**src/swerm_pkg.sv**
```systemverilog
`timescale 1ns / 1ps

package swerm_pkg;

   localparam int NUM_SLOTS   = 60;
   localparam int COUNT_WIDTH = 24;
   localparam int RATE_W      = 24;
   localparam int STAMP_W     = 32;

   localparam logic [STAMP_W-1:0] WINDOW_SECONDS = STAMP_W'(60);

   localparam int SHORT_SPAN    = 5;
   localparam int MEDIUM_SPAN   = 30;
   localparam int LONG_SPAN     = 60;
   localparam int NUM_GROUPS    = LONG_SPAN / SHORT_SPAN;
   localparam int MEDIUM_GROUPS = MEDIUM_SPAN / SHORT_SPAN;

   // sum widths
   localparam int SH_W = COUNT_WIDTH + $clog2(SHORT_SPAN);
   localparam int ME_W = COUNT_WIDTH + $clog2(MEDIUM_SPAN);
   localparam int LO_W = COUNT_WIDTH + $clog2(LONG_SPAN);

   // 30 = 2 * 15 and 60 = 4 * 15
   localparam int DIV_ODD        = 15;
   localparam int MEDIUM_PRE_SHR = 1;
   localparam int LONG_PRE_SHR   = 2;
   localparam int DV_W           = ME_W - MEDIUM_PRE_SHR;

   localparam int SHORT_SHIFT = $clog2(SHORT_SPAN);
   localparam int ODD_SHIFT   = $clog2(DIV_ODD);

   // reciprocals, rounded up, exact for every operand of the given width
   localparam longint unsigned MULT_FIVE =
      ((64'd1 << (SH_W + SHORT_SHIFT)) + 64'(SHORT_SPAN - 1)) / 64'(SHORT_SPAN);
   localparam longint unsigned MULT_FIFTEEN =
      ((64'd1 << (DV_W + ODD_SHIFT)) + 64'(DIV_ODD - 1)) / 64'(DIV_ODD);

   localparam int PS_W = 2 * SH_W + 1;
   localparam int PD_W = 2 * DV_W + 1;

   localparam logic [RATE_W-1:0]      RATE_MAX  = {RATE_W{1'b1}};
   localparam logic [COUNT_WIDTH-1:0] COUNT_MAX = {COUNT_WIDTH{1'b1}};

   localparam int FIFO_DEPTH = 8;
   localparam int FIFO_PTR_W = $clog2(FIFO_DEPTH);
   localparam int FIFO_CNT_W = FIFO_PTR_W + 1;

   localparam logic OP_RECORD = 1'b0;
   localparam logic OP_QUERY  = 1'b1;

   typedef struct packed {
      logic               opcode;
      logic [STAMP_W-1:0] now_seconds;
   } req_type;

   typedef struct packed {
      logic [RATE_W-1:0] rate_short;
      logic [RATE_W-1:0] rate_medium;
      logic [RATE_W-1:0] rate_long;
   } rsp_type;

   typedef struct packed {
      logic            valid;
      logic [SH_W-1:0] sum_five;
      logic [ME_W-1:0] sum_thirty;
      logic [LO_W-1:0] sum_sixty;
   } sums_type;

   typedef logic [COUNT_WIDTH-1:0] count_array_type [NUM_SLOTS];

   function automatic logic [RATE_W-1:0] rate_clip(input logic [63:0] v);
      logic [RATE_W-1:0] r;
      r = (v > 64'(RATE_MAX)) ? RATE_MAX : v[RATE_W-1:0];
      return r;
   endfunction

endpackage

```
**src/swerm_fifo.sv**
```systemverilog
`timescale 1ns / 1ps

module swerm_fifo
   import swerm_pkg::*;
(
   input  logic    clock,
   input  logic    reset,
   input  logic    push,
   input  rsp_type push_data,
   input  logic    pop,
   output logic    out_valid,
   output rsp_type out_data
);

   rsp_type               mem_ff [FIFO_DEPTH];
   logic [FIFO_PTR_W-1:0] wr_ptr_ff;
   logic [FIFO_PTR_W-1:0] rd_ptr_ff;
   logic [FIFO_CNT_W-1:0] level_ff;

   assign out_valid = (level_ff != '0);
   assign out_data  = mem_ff[rd_ptr_ff];

   always_ff @(posedge clock) begin
      if (reset) begin
         wr_ptr_ff <= '0;
         rd_ptr_ff <= '0;
         level_ff  <= '0;
      end else begin
         if (push) begin
            wr_ptr_ff <= wr_ptr_ff + FIFO_PTR_W'(1);
         end
         if (pop) begin
            rd_ptr_ff <= rd_ptr_ff + FIFO_PTR_W'(1);
         end
         if (push && !pop) begin
            level_ff <= level_ff + FIFO_CNT_W'(1);
         end else if (pop && !push) begin
            level_ff <= level_ff - FIFO_CNT_W'(1);
         end
      end
      if (push) begin
         mem_ff[wr_ptr_ff] <= push_data;
      end
   end

endmodule

```
**config.mk**
```make
export PLATFORM = sky130hd
export DESIGN_NAME = swerm_fifo
export DESIGN_NICKNAME = d
export VERILOG_FILES = /design/src/swerm_pkg.sv /design/src/swerm_fifo.sv
export SDC_FILE = /design/constraint.sdc
export NUM_CORES = 1
export LEC_CHECK = 0
export BUFFER_PORTS_ARGS = -buffer_cell sky130_fd_sc_hd__buf_4
export CAP_MARGIN = 10
export CORE_MARGIN = 2
export CORE_UTILIZATION = 45
export DETAILED_ROUTE_END_ITERATION = 6
export PLACE_DENSITY = 0.65
export REMOVE_ABC_BUFFERS = 1
export SLEW_MARGIN = 0
export SYNTH_ARGS = -nofsm -noshare
export SYNTH_HDL_FRONTEND = slang
export SYNTH_SLANG_ARGS = --single-unit
```
**constraint.sdc**
```tcl
create_clock -name clock -period 6.7 [get_ports clock]
set_clock_uncertainty 0.05 [all_clocks]
set_input_delay 1.675 -clock clock [delete_from_list [all_inputs] [get_ports clock]]
set_output_delay 1.675 -clock clock [all_outputs]
set_load 0.02 [all_outputs]
```
; ---- Word-level counts from Yosys, hierarchy flattened
; Memory sizes are Yosys's and may differ from the RTL's. A register that Yosys moved wholly into a read port is not among the register bits.
; Cells that the tools add are included.
[totals]
latchBits = 0
romBits = 0
mem_bits_rw = 576
reg_bits = 10
memories = 1
input_bits = 76
[memory_table]
columns = name, words, word_bits, read_ports, rd_clocked_by_memory_dff, wr, line_no
row1 = mem_ff, 8, 72, 1, 1, 1, swerm_fifo.sv:15  ; rsp_type mem_ff [FIFO_DEPTH];
[op_classes]
n_reduce_logical = 6
n_mux = 6
addsub = 4
mul = 0
shifts = 0
div_mod_pow = 0
n_bitwise = 0
n_lt_le_gt_ge = 0
n_eq_ne = 0
[ops]
columns = operator, n
row1 = $mux W4, 2
row2 = $add A3 B1 Y3 const B, 2
row3 = $mux W3, 2
row4 = $add A4 B1 Y4 const B, 1
row5 = $reduce_bool A4 Y1, 1
row6 = $sub A4 B1 Y4 const B, 1
row7 = $logic_and A1 B1 Y1, 2
row8 = $logic_not A1 Y1, 2
row9 = $mux W1, 2
row10 = $reduce_bool A2 Y1, 1

; ---- Depth between registers and ports, before layout
[logic_depth]
ltp_word = 4
depth_mapped = 8
ltp_nobuf = 8

; ---- Worst setup path before layout
; Ideal clock, no wire load.
[synth_path]
path_type = input -> register
from = in push
to = mem mem_ff[0][0] in the netlist's numbering (enable)
t_arrival_ps = 6656
setup_time_ps = 591
stages = 2
slack_ps = -597
path_cell_list = nand2b_1 > nor3_1
[synth_between]
elab_chain_len = 2
[synth_rtl]
columns = item, line_no
row1 = start: declaration, swerm_fifo.sv:8  ; input logic push,
row2 = $mux W1, swerm_fifo.sv:41  ; if (push) begin
row3 = $mux W1 (not written as such), swerm_fifo.sv:42  ; mem_ff[wr_ptr_ff] <= push_data;
row4 = end: declaration, swerm_fifo.sv:15
; Every way passes these cells.

==> flow_summary.ini <==
[critical_path]
crit_family = buffers and inverters
crit_chain = buf_4, mux4_2, mux2_2, buf_4
cp-start-kind = flop
worst-setup-path-type = flop to output port
worst-endpoint-arrival_ns = 3.12
end_kind = output port
max_stage_delay_ns = 0.79
worst_path_max_delay_cell = buf_4
critical_path_buf_inv_count = 2
worstPathRequired_ns = 4.97
path_common_cell = buf_4
crit_fanout = 46

[placement]
globalplace.congestion = 0.672
pre_cts_ws_ns = 2.35
dp_hpwl_um = 22900
dp_cells = 1693
port_buffers = 148

[routing]
dr.pass1.iters = 6
vias = 9682
wl_per_cell_um = 24.1
drt_wl_total_um = 43400
drt_drc_violations_left = 0
drtIter0Drc = 837
vias_per_cell = 5.38
antenna_left = 0

[clock_tree]
hold_buffers = 0
cts_tree = built
cts_made_buffers = 57
worstSkewPairLatency_ns = 0.61
cts_setup_buffers = 0
cts_max_level = 2
clockBufferDepth = 3
cts-root-buf = clkbuf_16
path_clk_slew_ns = 0.06
cts_resized = 0
clock-sinks = 589

[pwr]
p_comb_share_pct = 9.9
seqPwrFrac_pct = 52.4
p_per_area_mw_per_mm2 = 306
p_leak_nw = 8.44
p_sw_share_pct = 21.6
netSwitchingPower_mw = 1.73
p_clk_share_pct = 37.7
peakVddDrop_uv = 188
total_power_mw = 8.01
p_int_mw = 6.28

[logic_synthesis]
synth_edf_count = 576
yosys.area.top_type = edfxtp_1
synth_area_mm2 = 0.0225
synthesis.instances = 900
synth-seq-cells = 589
yosysUniqueCellTypes = 27
yosysMostFrequentCell = edfxtp_1
synth_flop_cell = edfxtp_1
async_reset_ff_share_pct = 0
avgSynthCellArea_um2 = 25.0
synth_top_area_share_pct = 76.9
synthTopCellsByArea = edfxtp_1 (77%), mux4_2 (14%), mux2_4 (4.0%)
yosysWarnings = 0
ys_top_cells_by_count = edfxtp_1 (576), mux4_2 (144), mux2_4 (60), nor2_1 (19), buf_2 (16)
yosysSeqAreaShare_pct = 78.1

[die]
coreArea_mm2 = 0.0492
dieArea_mm2 = 0.0518
rows = 81
io_pins = 149
chipWidth_um = 227
die_y_um = 227
initial_core_util_pct = 45.7

[global_routing]
antenna_found_initial = 4
grt_use_met2_pct = 27.6
grtUsageMet1_pct = 24.3
top_usage_layer = met2
grt_max_degree = 83
grt_pass1_vias = 10400
grt-ovfl-total = 0
track_usage_pct = 17.2
grtUsageMet3_pct = 3.52
grt_pass1_wl_um = 64700

[run]
max_cap_violations = 0

[timing]
hold_viol = 0
slew_violations = 0
max_freq_mhz = 206
relSlewSlack_pct = 33.5
setup_viol = 0
fin_ws_ns = 1.85
rsz0062_at_grt = no
layout_worst_path_cycle_share_pct = 72.4
finalSetupTns_ns = 0
worstMarginPinSlew_ns = 0.997
post-route-min-period_ns = 4.85

[finish]
register_area_mm2 = 0.0176
antennaDiodeCount = 0
multiInputGateArea_mm2 = 0.00467
stdcell_count = 1799
num-fill-cells = 3792
final_util_pct = 53.2
area_growth_pct = 16.3
nets = 1170
drive_gt1_share_pct = 42.0

[worst_hold_path]
worst_hold_path_type = flop to flop

[status]
outcome = finished, final reports clean
[cell type report]
class,instances,area share (%)
Tap cell,664,3.18
Clock buffer,77,5.91
Multi-Input combinational cell,267,17.9
Sequential cell,589,67.2
Inverter,2,0.0287
Clock inverter,29,0.833
Timing Repair Buffer,171,4.96
[kinds of logic after synthesis]
group / share of synthesized area [%]
AOI/OAI and AO/OA: 0.106
xor gates and xnor gates: 0.234
adders and majority gates: 0.367
buffers and inverters: 1.37
DFF: 78.1
muxes: 19.2
and+or+nand+nor: 0.596
[routing by layer]
| metal | vias to the layer above | part of all wire (%) |
|---|---|---|
| met5 | - | 0.13 |
| met3 | 63 | 5.4 |
| met2 | 219 | 48 |
| met4 | 8 | 1.7 |
| li1 | 4213 | - |
| met1 | 5179 | 45 |
[registers in the layout, summed over array words and instances, names as in the netlist, named ones only]
name       cells
wr_ptr_ff      3
mem_ff       576
rd_ptr_ff      3
level_ff       4
[worst reg2reg max path: stages (launching register included)]
cell and delay [ns]:
dfxtp_1 0.48, nand2b_1 0.20, nor2_4 0.74, buf_4 0.61
[layout by cell type (no fill, tap or decap), types with 4 or more instances in the layout]
cell type	instances
edfxtp_1	576
clkinv_2	13
clkbuf_16	59
clkbuf_1	18
ha_1	5
buf_4	170
nand2_1	4
nor2_1	13
mux4_2	144
mux2_4	60
nor2_4	6
dfxtp_1	10
clkinv_1	10
mux2_2	13
[final timing paths]
path	startpoint	endpoint	slack [ns]	cells past startpoint
setup / recovery	flop	out_data[2]	1.85	4
hold / removal	level_ff[2]	level_ff[2]	0.47	2
setup reg to reg	wr_ptr_ff[0]	mem_ff[1][35]	4.23	3
hold reg to reg	level_ff[2]	level_ff[2]	0.47	2
[through the flow]
step | hold WS (ns) | instance area, µm²
after floorplan | 0.432 | 22200
after global placement | 0.453 | 24400
after detailed placement | 0.462 | 24400
after CTS | 0.479 | 26100
after global routing | 0.515 | 26100
final | 0.473 | 26100
[power groups by stage]
| stage | Combinational, mW | Sequential, mW | Clock (mW) |
|---|---|---|---|
| finish | 0.793 | 4.19 | 3.02 |
| global route | 0.852 | 4.20 | 3.24 |
| CTS | 0.814 | 4.20 | 3.10 |
| detailed placement | 0.812 | 4.27 | 0 |
| global placement | 0.804 | 4.27 | 0 |
| floorplan | 0.522 | 4.31 | 0 |
(Power assumes the default switching activity.)
