### config.mk
export PLATFORM = sky130hd
export DESIGN_NAME = swerm_sum
export DESIGN_NICKNAME = d
export VERILOG_FILES = /design/src/swerm_pkg.sv /design/src/swerm_sum.sv
export SDC_FILE = /design/constraint.sdc
export NUM_CORES = 2
export LEC_CHECK = 0
export ABC_AREA = 0
export BUFFER_PORTS_ARGS = -buffer_cell sky130_fd_sc_hd__buf_2
export CAP_MARGIN = 20
export CORE_AREA = 2 2 597 599
export CTS_CLUSTER_DIAMETER = 50
export CTS_CLUSTER_SIZE = 10
export DETAILED_ROUTE_END_ITERATION = 8
export DIE_AREA = 0 0 599 601
export GPL_ROUTABILITY_DRIVEN = 0
export HOLD_SLACK_MARGIN = 0.15
export PLACE_DENSITY = 0.37
export RECOVER_POWER = 50
export SETUP_SLACK_MARGIN = 0.2
export SLEW_MARGIN = 0
export SYNTH_ARGS = -nofsm -noshare
export SYNTH_HDL_FRONTEND = slang
export SYNTH_SLANG_ARGS = --single-unit
export TNS_END_PERCENT = 5
### constraint.sdc
create_clock -name clock -period 6.5 [get_ports clock]
set_clock_uncertainty 0.15 [all_clocks]
set_input_delay 0.65 -clock clock [delete_from_list [all_inputs] [get_ports clock]]
set_output_delay 0.65 -clock clock [all_outputs]
set_load 0.03 [all_outputs]
### src/swerm_pkg.sv
`timescale 1ns / 1ps

package swerm_pkg;

   localparam int NUM_SLOTS   = 60;
   localparam int COUNT_WIDTH = 24;
   localparam int RATE_W      = 24;
   localparam int STAMP_W     = 32;

   localparam logic [STAMP_W-1:0] WINDOW_SECONDS = STAMP_W'(60);

   localparam int SHORT_SPAN    = 5;
   localparam int MEDIUM_SPAN   = 30;
   localparam int LONG_SPAN     = 60;
   localparam int NUM_GROUPS    = LONG_SPAN / SHORT_SPAN;
   localparam int MEDIUM_GROUPS = MEDIUM_SPAN / SHORT_SPAN;

   // sum widths
   localparam int SH_W = COUNT_WIDTH + $clog2(SHORT_SPAN);
   localparam int ME_W = COUNT_WIDTH + $clog2(MEDIUM_SPAN);
   localparam int LO_W = COUNT_WIDTH + $clog2(LONG_SPAN);

   // 30 = 2 * 15 and 60 = 4 * 15
   localparam int DIV_ODD        = 15;
   localparam int MEDIUM_PRE_SHR = 1;
   localparam int LONG_PRE_SHR   = 2;
   localparam int DV_W           = ME_W - MEDIUM_PRE_SHR;

   localparam int SHORT_SHIFT = $clog2(SHORT_SPAN);
   localparam int ODD_SHIFT   = $clog2(DIV_ODD);

   // reciprocals, rounded up, exact for every operand of the given width
   localparam longint unsigned MULT_FIVE =
      ((64'd1 << (SH_W + SHORT_SHIFT)) + 64'(SHORT_SPAN - 1)) / 64'(SHORT_SPAN);
   localparam longint unsigned MULT_FIFTEEN =
      ((64'd1 << (DV_W + ODD_SHIFT)) + 64'(DIV_ODD - 1)) / 64'(DIV_ODD);

   localparam int PS_W = 2 * SH_W + 1;
   localparam int PD_W = 2 * DV_W + 1;

   localparam logic [RATE_W-1:0]      RATE_MAX  = {RATE_W{1'b1}};
   localparam logic [COUNT_WIDTH-1:0] COUNT_MAX = {COUNT_WIDTH{1'b1}};

   localparam int FIFO_DEPTH = 8;
   localparam int FIFO_PTR_W = $clog2(FIFO_DEPTH);
   localparam int FIFO_CNT_W = FIFO_PTR_W + 1;

   localparam logic OP_RECORD = 1'b0;
   localparam logic OP_QUERY  = 1'b1;

   typedef struct packed {
      logic               opcode;
      logic [STAMP_W-1:0] now_seconds;
   } req_type;

   typedef struct packed {
      logic [RATE_W-1:0] rate_short;
      logic [RATE_W-1:0] rate_medium;
      logic [RATE_W-1:0] rate_long;
   } rsp_type;

   typedef struct packed {
      logic            valid;
      logic [SH_W-1:0] sum_five;
      logic [ME_W-1:0] sum_thirty;
      logic [LO_W-1:0] sum_sixty;
   } sums_type;

   typedef logic [COUNT_WIDTH-1:0] count_array_type [NUM_SLOTS];

   function automatic logic [RATE_W-1:0] rate_clip(input logic [63:0] v);
      logic [RATE_W-1:0] r;
      r = (v > 64'(RATE_MAX)) ? RATE_MAX : v[RATE_W-1:0];
      return r;
   endfunction

endpackage

### src/swerm_sum.sv
`timescale 1ns / 1ps

module swerm_sum
   import swerm_pkg::*;
(
   input  logic            clock,
   input  logic            reset,
   input  logic            snap_valid,
   input  count_array_type count,
   output sums_type        sums_ff
);

   logic [SH_W-1:0] group_ff [NUM_GROUPS];
   logic [SH_W-1:0] group_in [NUM_GROUPS];
   logic            group_valid_ff;

   logic [SH_W-1:0] five_ff;
   logic [ME_W-1:0] lower_ff;
   logic [ME_W-1:0] upper_ff;
   logic [ME_W-1:0] lower_in;
   logic [ME_W-1:0] upper_in;
   logic            part_valid_ff;

   always_comb begin
      for (int g = 0; g < NUM_GROUPS; g++) begin
         group_in[g] = '0;
         for (int k = 0; k < SHORT_SPAN; k++) begin
            group_in[g] = group_in[g] + SH_W'(count[g*SHORT_SPAN + k]);
         end
      end
   end

   always_comb begin
      lower_in = '0;
      upper_in = '0;
      for (int g = 0; g < MEDIUM_GROUPS; g++) begin
         lower_in = lower_in + ME_W'(group_ff[g]);
      end
      for (int g = MEDIUM_GROUPS; g < NUM_GROUPS; g++) begin
         upper_in = upper_in + ME_W'(group_ff[g]);
      end
   end

   always_ff @(posedge clock) begin
      if (reset) begin
         group_valid_ff <= 1'b0;
         part_valid_ff  <= 1'b0;
         sums_ff.valid  <= 1'b0;
      end else begin
         group_valid_ff <= snap_valid;
         part_valid_ff  <= group_valid_ff;
         sums_ff.valid  <= part_valid_ff;
      end
      group_ff           <= group_in;
      five_ff            <= group_ff[0];
      lower_ff           <= lower_in;
      upper_ff           <= upper_in;
      sums_ff.sum_five   <= five_ff;
      sums_ff.sum_thirty <= lower_ff;
      sums_ff.sum_sixty  <= LO_W'(lower_ff) + LO_W'(upper_ff);
   end

endmodule

After elaboration in Yosys (flattened, before gate mapping)

Cells that the tools add are included.

Add/sub/neg operators: 59

Operators by type and width:

| operator                                  | number |
|---|---|
| 26-bit by 24-bit adder with 27-bit output | 12 |
| 27-bit by 24-bit adder with 27-bit output | 12 |
| 25-bit by 24-bit adder with 26-bit output | 12 |
| 24-bit by 24-bit adder with 25-bit output | 12 |
| 29-bit by 27-bit adder with 29-bit output | 6 |
| 28-bit by 27-bit adder with 29-bit output | 2 |
| 27-bit by 27-bit adder with 28-bit output | 2 |
| 29-bit by 29-bit adder with 30-bit output | 1 |

Input bits: 1,443
Register bits: 498
Logic and storage cells: 80
Output and inout bits: 87

Depth between registers and ports, before layout

Depth in word-level cells: 5
Gate-level depth with buffers: 19
Mapped depth without buffers: 19

Worst setup path before layout

OpenSTA, ideal clock, no wires.

Path type: input to register
Start point: in count[602] in the netlist's numbering
End point: reg group_ff[161] in the netlist's numbering
Setup time: 0.129 ns
Arrival time: 4.367 ns
Path slack: 1.854 ns
Stages on the path: 17
Buffers on the path: 0
Data required time: 6.221 ns
Path through: inv_1 fa_1 inv_1 fa_1 inv_1 fa_1 inv_1 ha_1 a211oi_2 o21ai_1 a21o_1 a31o_1 a2111o_1 o21ai_2 nand3_2 a221oi_2 o21ai_0

RTL lines:

| what                   | RTL line        | RTL |
|---|---|---|
| start: declaration     | swerm_sum.sv:9  | `input count_array_type count,` |
| end signal: assignment | swerm_sum.sv:54 | `group_ff <= group_in;` |
| end: declaration       | swerm_sum.sv:13 | `logic [SH_W-1:0] group_ff [NUM_GROUPS];` |

Worst setup path after layout

Start point: reg group_ff[2] in the netlist's numbering
End point: reg upper_ff[24]

Cells in the longest elaborated chain, start to end: 1

RTL lines:

| what                                      | RTL line        | RTL |
|---|---|---|
| 29-bit by 27-bit adder with 29-bit output | swerm_sum.sv:40 | `upper_in = upper_in + ME_W'(group_ff[g]);` |
| named net upper_in[24]                    | swerm_sum.sv:21 | `logic [ME_W-1:0] upper_in;` |
| end signal: assignment                    | swerm_sum.sv:57 | `upper_ff <= upper_in;` |
| end: declaration                          | swerm_sum.sv:19 | `logic [ME_W-1:0] upper_ff;` |

The timed path passes the listed nets, and every way through them passes these cells.
A chain may end at the register's enable or synchronous reset.

==> metrics.log <==
INFO  metric grt_start_max_net_pins = 19
INFO  metric postSynthRegisterBits = between 400 and 500
INFO  metric place_hpwl = around 260,000 um
INFO  metric netlist_top_cells_area = fa_1 35%, inv_1 20%, dfxtp_1 16%
INFO  metric critical_path_cell_sequence = inv_1, fa_1, inv_1, fa_1, inv_1, fa_1, inv_1, ha_1, inv_1, fa_1, nor2b_1, o2111ai_1, and3_1, nor4b_1, buf_4, o31ai_1, a21oi_1, and3b_1, nand2b_1, xor2_1
INFO  metric drt-total-wl = 274,100 um
INFO  metric finalCritPeriodShare = 86.33%
INFO  metric synthesis.area_per_instance = 8.551 um^2
INFO  metric vias = 49,040
INFO  metric postSynth.asyncResetShare = 0%
INFO  metric synth.mux.area_fraction = 0.04960%
INFO  metric post_synth_inst_count = 7,080
INFO  metric yosys.area.top_type_share = 35.35%
INFO  metric worst_setup_hold_path_clk_slew = 0.05 ns
INFO  metric layout_net_count = roughly 12,000
INFO  metric cts_setup_buffers = 0
INFO  metric hold_viol_final = 0
INFO  metric worst_r2r_endpoint = upper_ff[24]$_DFF_P_
INFO  metric synth-compound-area-share = 9.916%
INFO  metric unrepaired_setup_endpoints_after_global_routing = no
INFO  metric routed_wire_length_per_instance = 20.05 um
INFO  metric max-slew-margin-rel = between 20% and 30%
INFO  metric core_area = 354,000 um^2
INFO  metric timing.critical_path.fanout_max = 4
INFO  metric cp_peak_stage_delay = 0.64 ns
INFO  metric drive_above_1_share = about a fifth
INFO  metric die-area = 360,000 um^2
INFO  metric rrSetupSlack = 0.89 ns
INFO  metric synthToLayoutAreaGrowth = 30.18%
INFO  metric cp.buffers_inverters = 6
INFO  metric io_buffer_count = 1,529
INFO  metric clock_path_buffers = 4
INFO  metric post_cts_resized = 0
INFO  metric io-pin-count = between 1,500 and 2,000
INFO  metric post_cts_hold_buffer_count = 43
INFO  metric dieWidth = approximately 600 um
INFO  metric yosys.area_share.simple = around 5.3%
INFO  metric post-synth-top-area-cell = fa_1
INFO  metric clock.fmax = approximately 180 MHz
INFO  metric fillers = 40,250
INFO  metric detail_route.iter0.violations = between 2,000 and 2,500
INFO  metric critical_path.most_common_cell = inv_1
INFO  metric type_of_the_tightest_min_delay_check = register to register
INFO  metric max-cap-violations = 0
INFO  metric totalNegativeSetupSlack = 0 ns
INFO  metric synthTopCellsByCount = 3,193 x inv_1, 1,069 x fa_1, 498 x dfxtp_1, 407 x ha_1, 265 x a21oi_1
INFO  metric num_rows = 219
INFO  metric reg2regPathDepth = 20
INFO  metric crit_arrival = 6.13 ns
INFO  metric synth.yosys.seq_area_share = between 10% and 20%
INFO  metric synthesis.yosys.warnings = 0
INFO  metric worst_slew_pin_slew = 1.067 ns
INFO  metric clk_latency = 0.86 ns
INFO  metric grt_pass1_vias = about 52,000
INFO  metric timing.hold.worst_path_depth = 0
INFO  metric worst_hold_path_ep = sums_ff[81]$_DFF_P_
INFO  metric synth.net_count = about 10,000
INFO  metric post_drt_via_cell_ratio = 3.587
INFO  metric criticalPathCategory = register to register
INFO  metric starting_utilization_of_the_core_area = 17.10%
INFO  metric synth_ff_type = dfxtp_1
INFO  metric postRouteAntennaNets = 0
INFO  metric post_synth_edffs = 0
INFO  metric globalRouteTotalUtil = 15.13%
INFO  metric post_synth_fa_ha_maj_area_fraction = a little over two fifths
INFO  metric timing.critical_path.slowest_stage_cell = a21oi_1
INFO  metric worst_path_dominant_cell_family = adder cells
INFO  metric end_kind = register
INFO  metric reg2reg_from = group_ff[2]$_DFF_P_
INFO  metric crit_required = between 7 and 8 ns
INFO  metric grt_antenna_before_repair = about 210
INFO  metric ys_types = 78
INFO  metric run_status = completed
INFO  metric grt.overflow.total = 0
INFO  metric grt_first_pass_wirelength = 381,800 um
INFO  metric largest_family_of_logic_cells_by_synthesized_area = adder cells
INFO  metric die-height = roughly 600 um
INFO  metric cts-buffers-inserted = 120
INFO  metric post-route-util = around 22%
INFO  metric yosysMostFrequentCell = inv_1
INFO  metric startpoint_type = register
INFO  metric synthesis.area = roughly 61,000 um^2
INFO  metric drcViolationCount = 0
INFO  metric synth_xor_area_share = 4.543%
INFO  metric timing_max_transition_violations_final = 0
INFO  metric cts_tree = built
INFO  metric cts_root_buffer = clkbuf_16
INFO  metric drt_pass1_iterations = 6
INFO  metric clock-sinks = roughly 500
INFO  metric htree_num_levels = 3
INFO  metric period_needed = roughly 5.6 ns
INFO  metric whs = 0.1732 ns
INFO  metric timing.hold.worst.start = five_ff[22]$_DFF_P_
INFO  metric timing.final.setup_violations = 0
[flip-flops by register name, summed over array words and instances (netlist names)]
name	flops
part_valid_ff	1
group_ff	324
lower_ff	29
five_ff	27
sums_ff	87
upper_ff	29
group_valid_ff	1
[per-layer routing]
metal  track usage (%)  wire length, um  vias up
li1                  -                -    23580
met5                 0              548        -
met4             2.418             4412       86
met1             20.90           124600    23450
met2             23.64           120700     1506
met3             4.238            23770      420
[placed cells by master, fill, tap and decap left out, types with 63 or more instances in the layout]
| master | instances |
|---|---|
| nor2b_1 | 63 |
| buf_2 | 1419 |
| a21o_1 | 175 |
| a21oi_1 | 265 |
| o21ai_0 | 172 |
| xor2_1 | 80 |
| inv_1 | 3193 |
| nand2_1 | 135 |
| fa_1 | 1069 |
| nor2_1 | 169 |
| clkbuf_16 | 121 |
| dfxtp_1 | 498 |
| ha_1 | 407 |
| clkbuf_1 | 118 |
| xnor2_1 | 234 |
[layout make-up]
cell class,count,area (um^2),area share [%]
antenna,45,112.6,0.1429
clock buffer,133,3143,3.988
clock inverter,85,993.5,1.261
inverter,3193,11990,15.21
multi-input combinational,3369,38530,48.89
sequential,498,9970,12.65
tap,4751,5944,7.543
timing repair buffer,1598,8129,10.31
[metrics by stage]
step	worst slack (ns)	instance area, um^2	instances
2_1_floorplan	1.854	60540	7080
3_5_place_dp	0.7059	74280	13370
5_1_grt	0.5963	78730	13640
3_3_place_gp	0.7013	74280	13370
6_report	0.8887	78810	13670
4_1_cts	0.9412	78850	13630
[kinds of logic after synthesis]
kind of cell / count (synthesis)
mux: 3
flops: 498
xor+xnor: 314
simple gates: 649
fa+ha+maj: 1476
compound gates: 927
buf+inv: 3213
[worst max path at each step]
stage	startpoint	end	slack, ns	cells past startpoint
CTS	group_ff[2]$_DFF_P_	upper_ff[24]$_DFF_P_	0.94	20
detailed placement	count[122]	group_ff[53]$_DFF_P_	0.71	18
floorplan	count[602]	group_ff[161]$_DFF_P_	1.85	17
finish	group_ff[2]$_DFF_P_	upper_ff[24]$_DFF_P_	0.89	20
global placement	count[362]	group_ff[105]$_DFF_P_	0.70	19
global route	group_ff[2]$_DFF_P_	upper_ff[24]$_DFF_P_	0.60	20
[worst reg2reg max path, stage by stage, from the launching register on]
cell,delay [ns]
dfxtp_1,0.30
inv_1,0.05
fa_1,0.59
inv_1,0.07
fa_1,0.47
inv_1,0.05
fa_1,0.42
inv_1,0.06
ha_1,0.20
inv_1,0.08
fa_1,0.45
nor2b_1,0.21
o2111ai_1,0.17
and3_1,0.24
nor4b_1,0.36
buf_4,0.22
o31ai_1,0.08
a21oi_1,0.64
and3b_1,0.31
nand2b_1,0.13
xor2_1,0.20
Power is left out: the tool's default activity adds up to more than one toggle a clock period on the data nets, which glitch-free logic cannot reach.
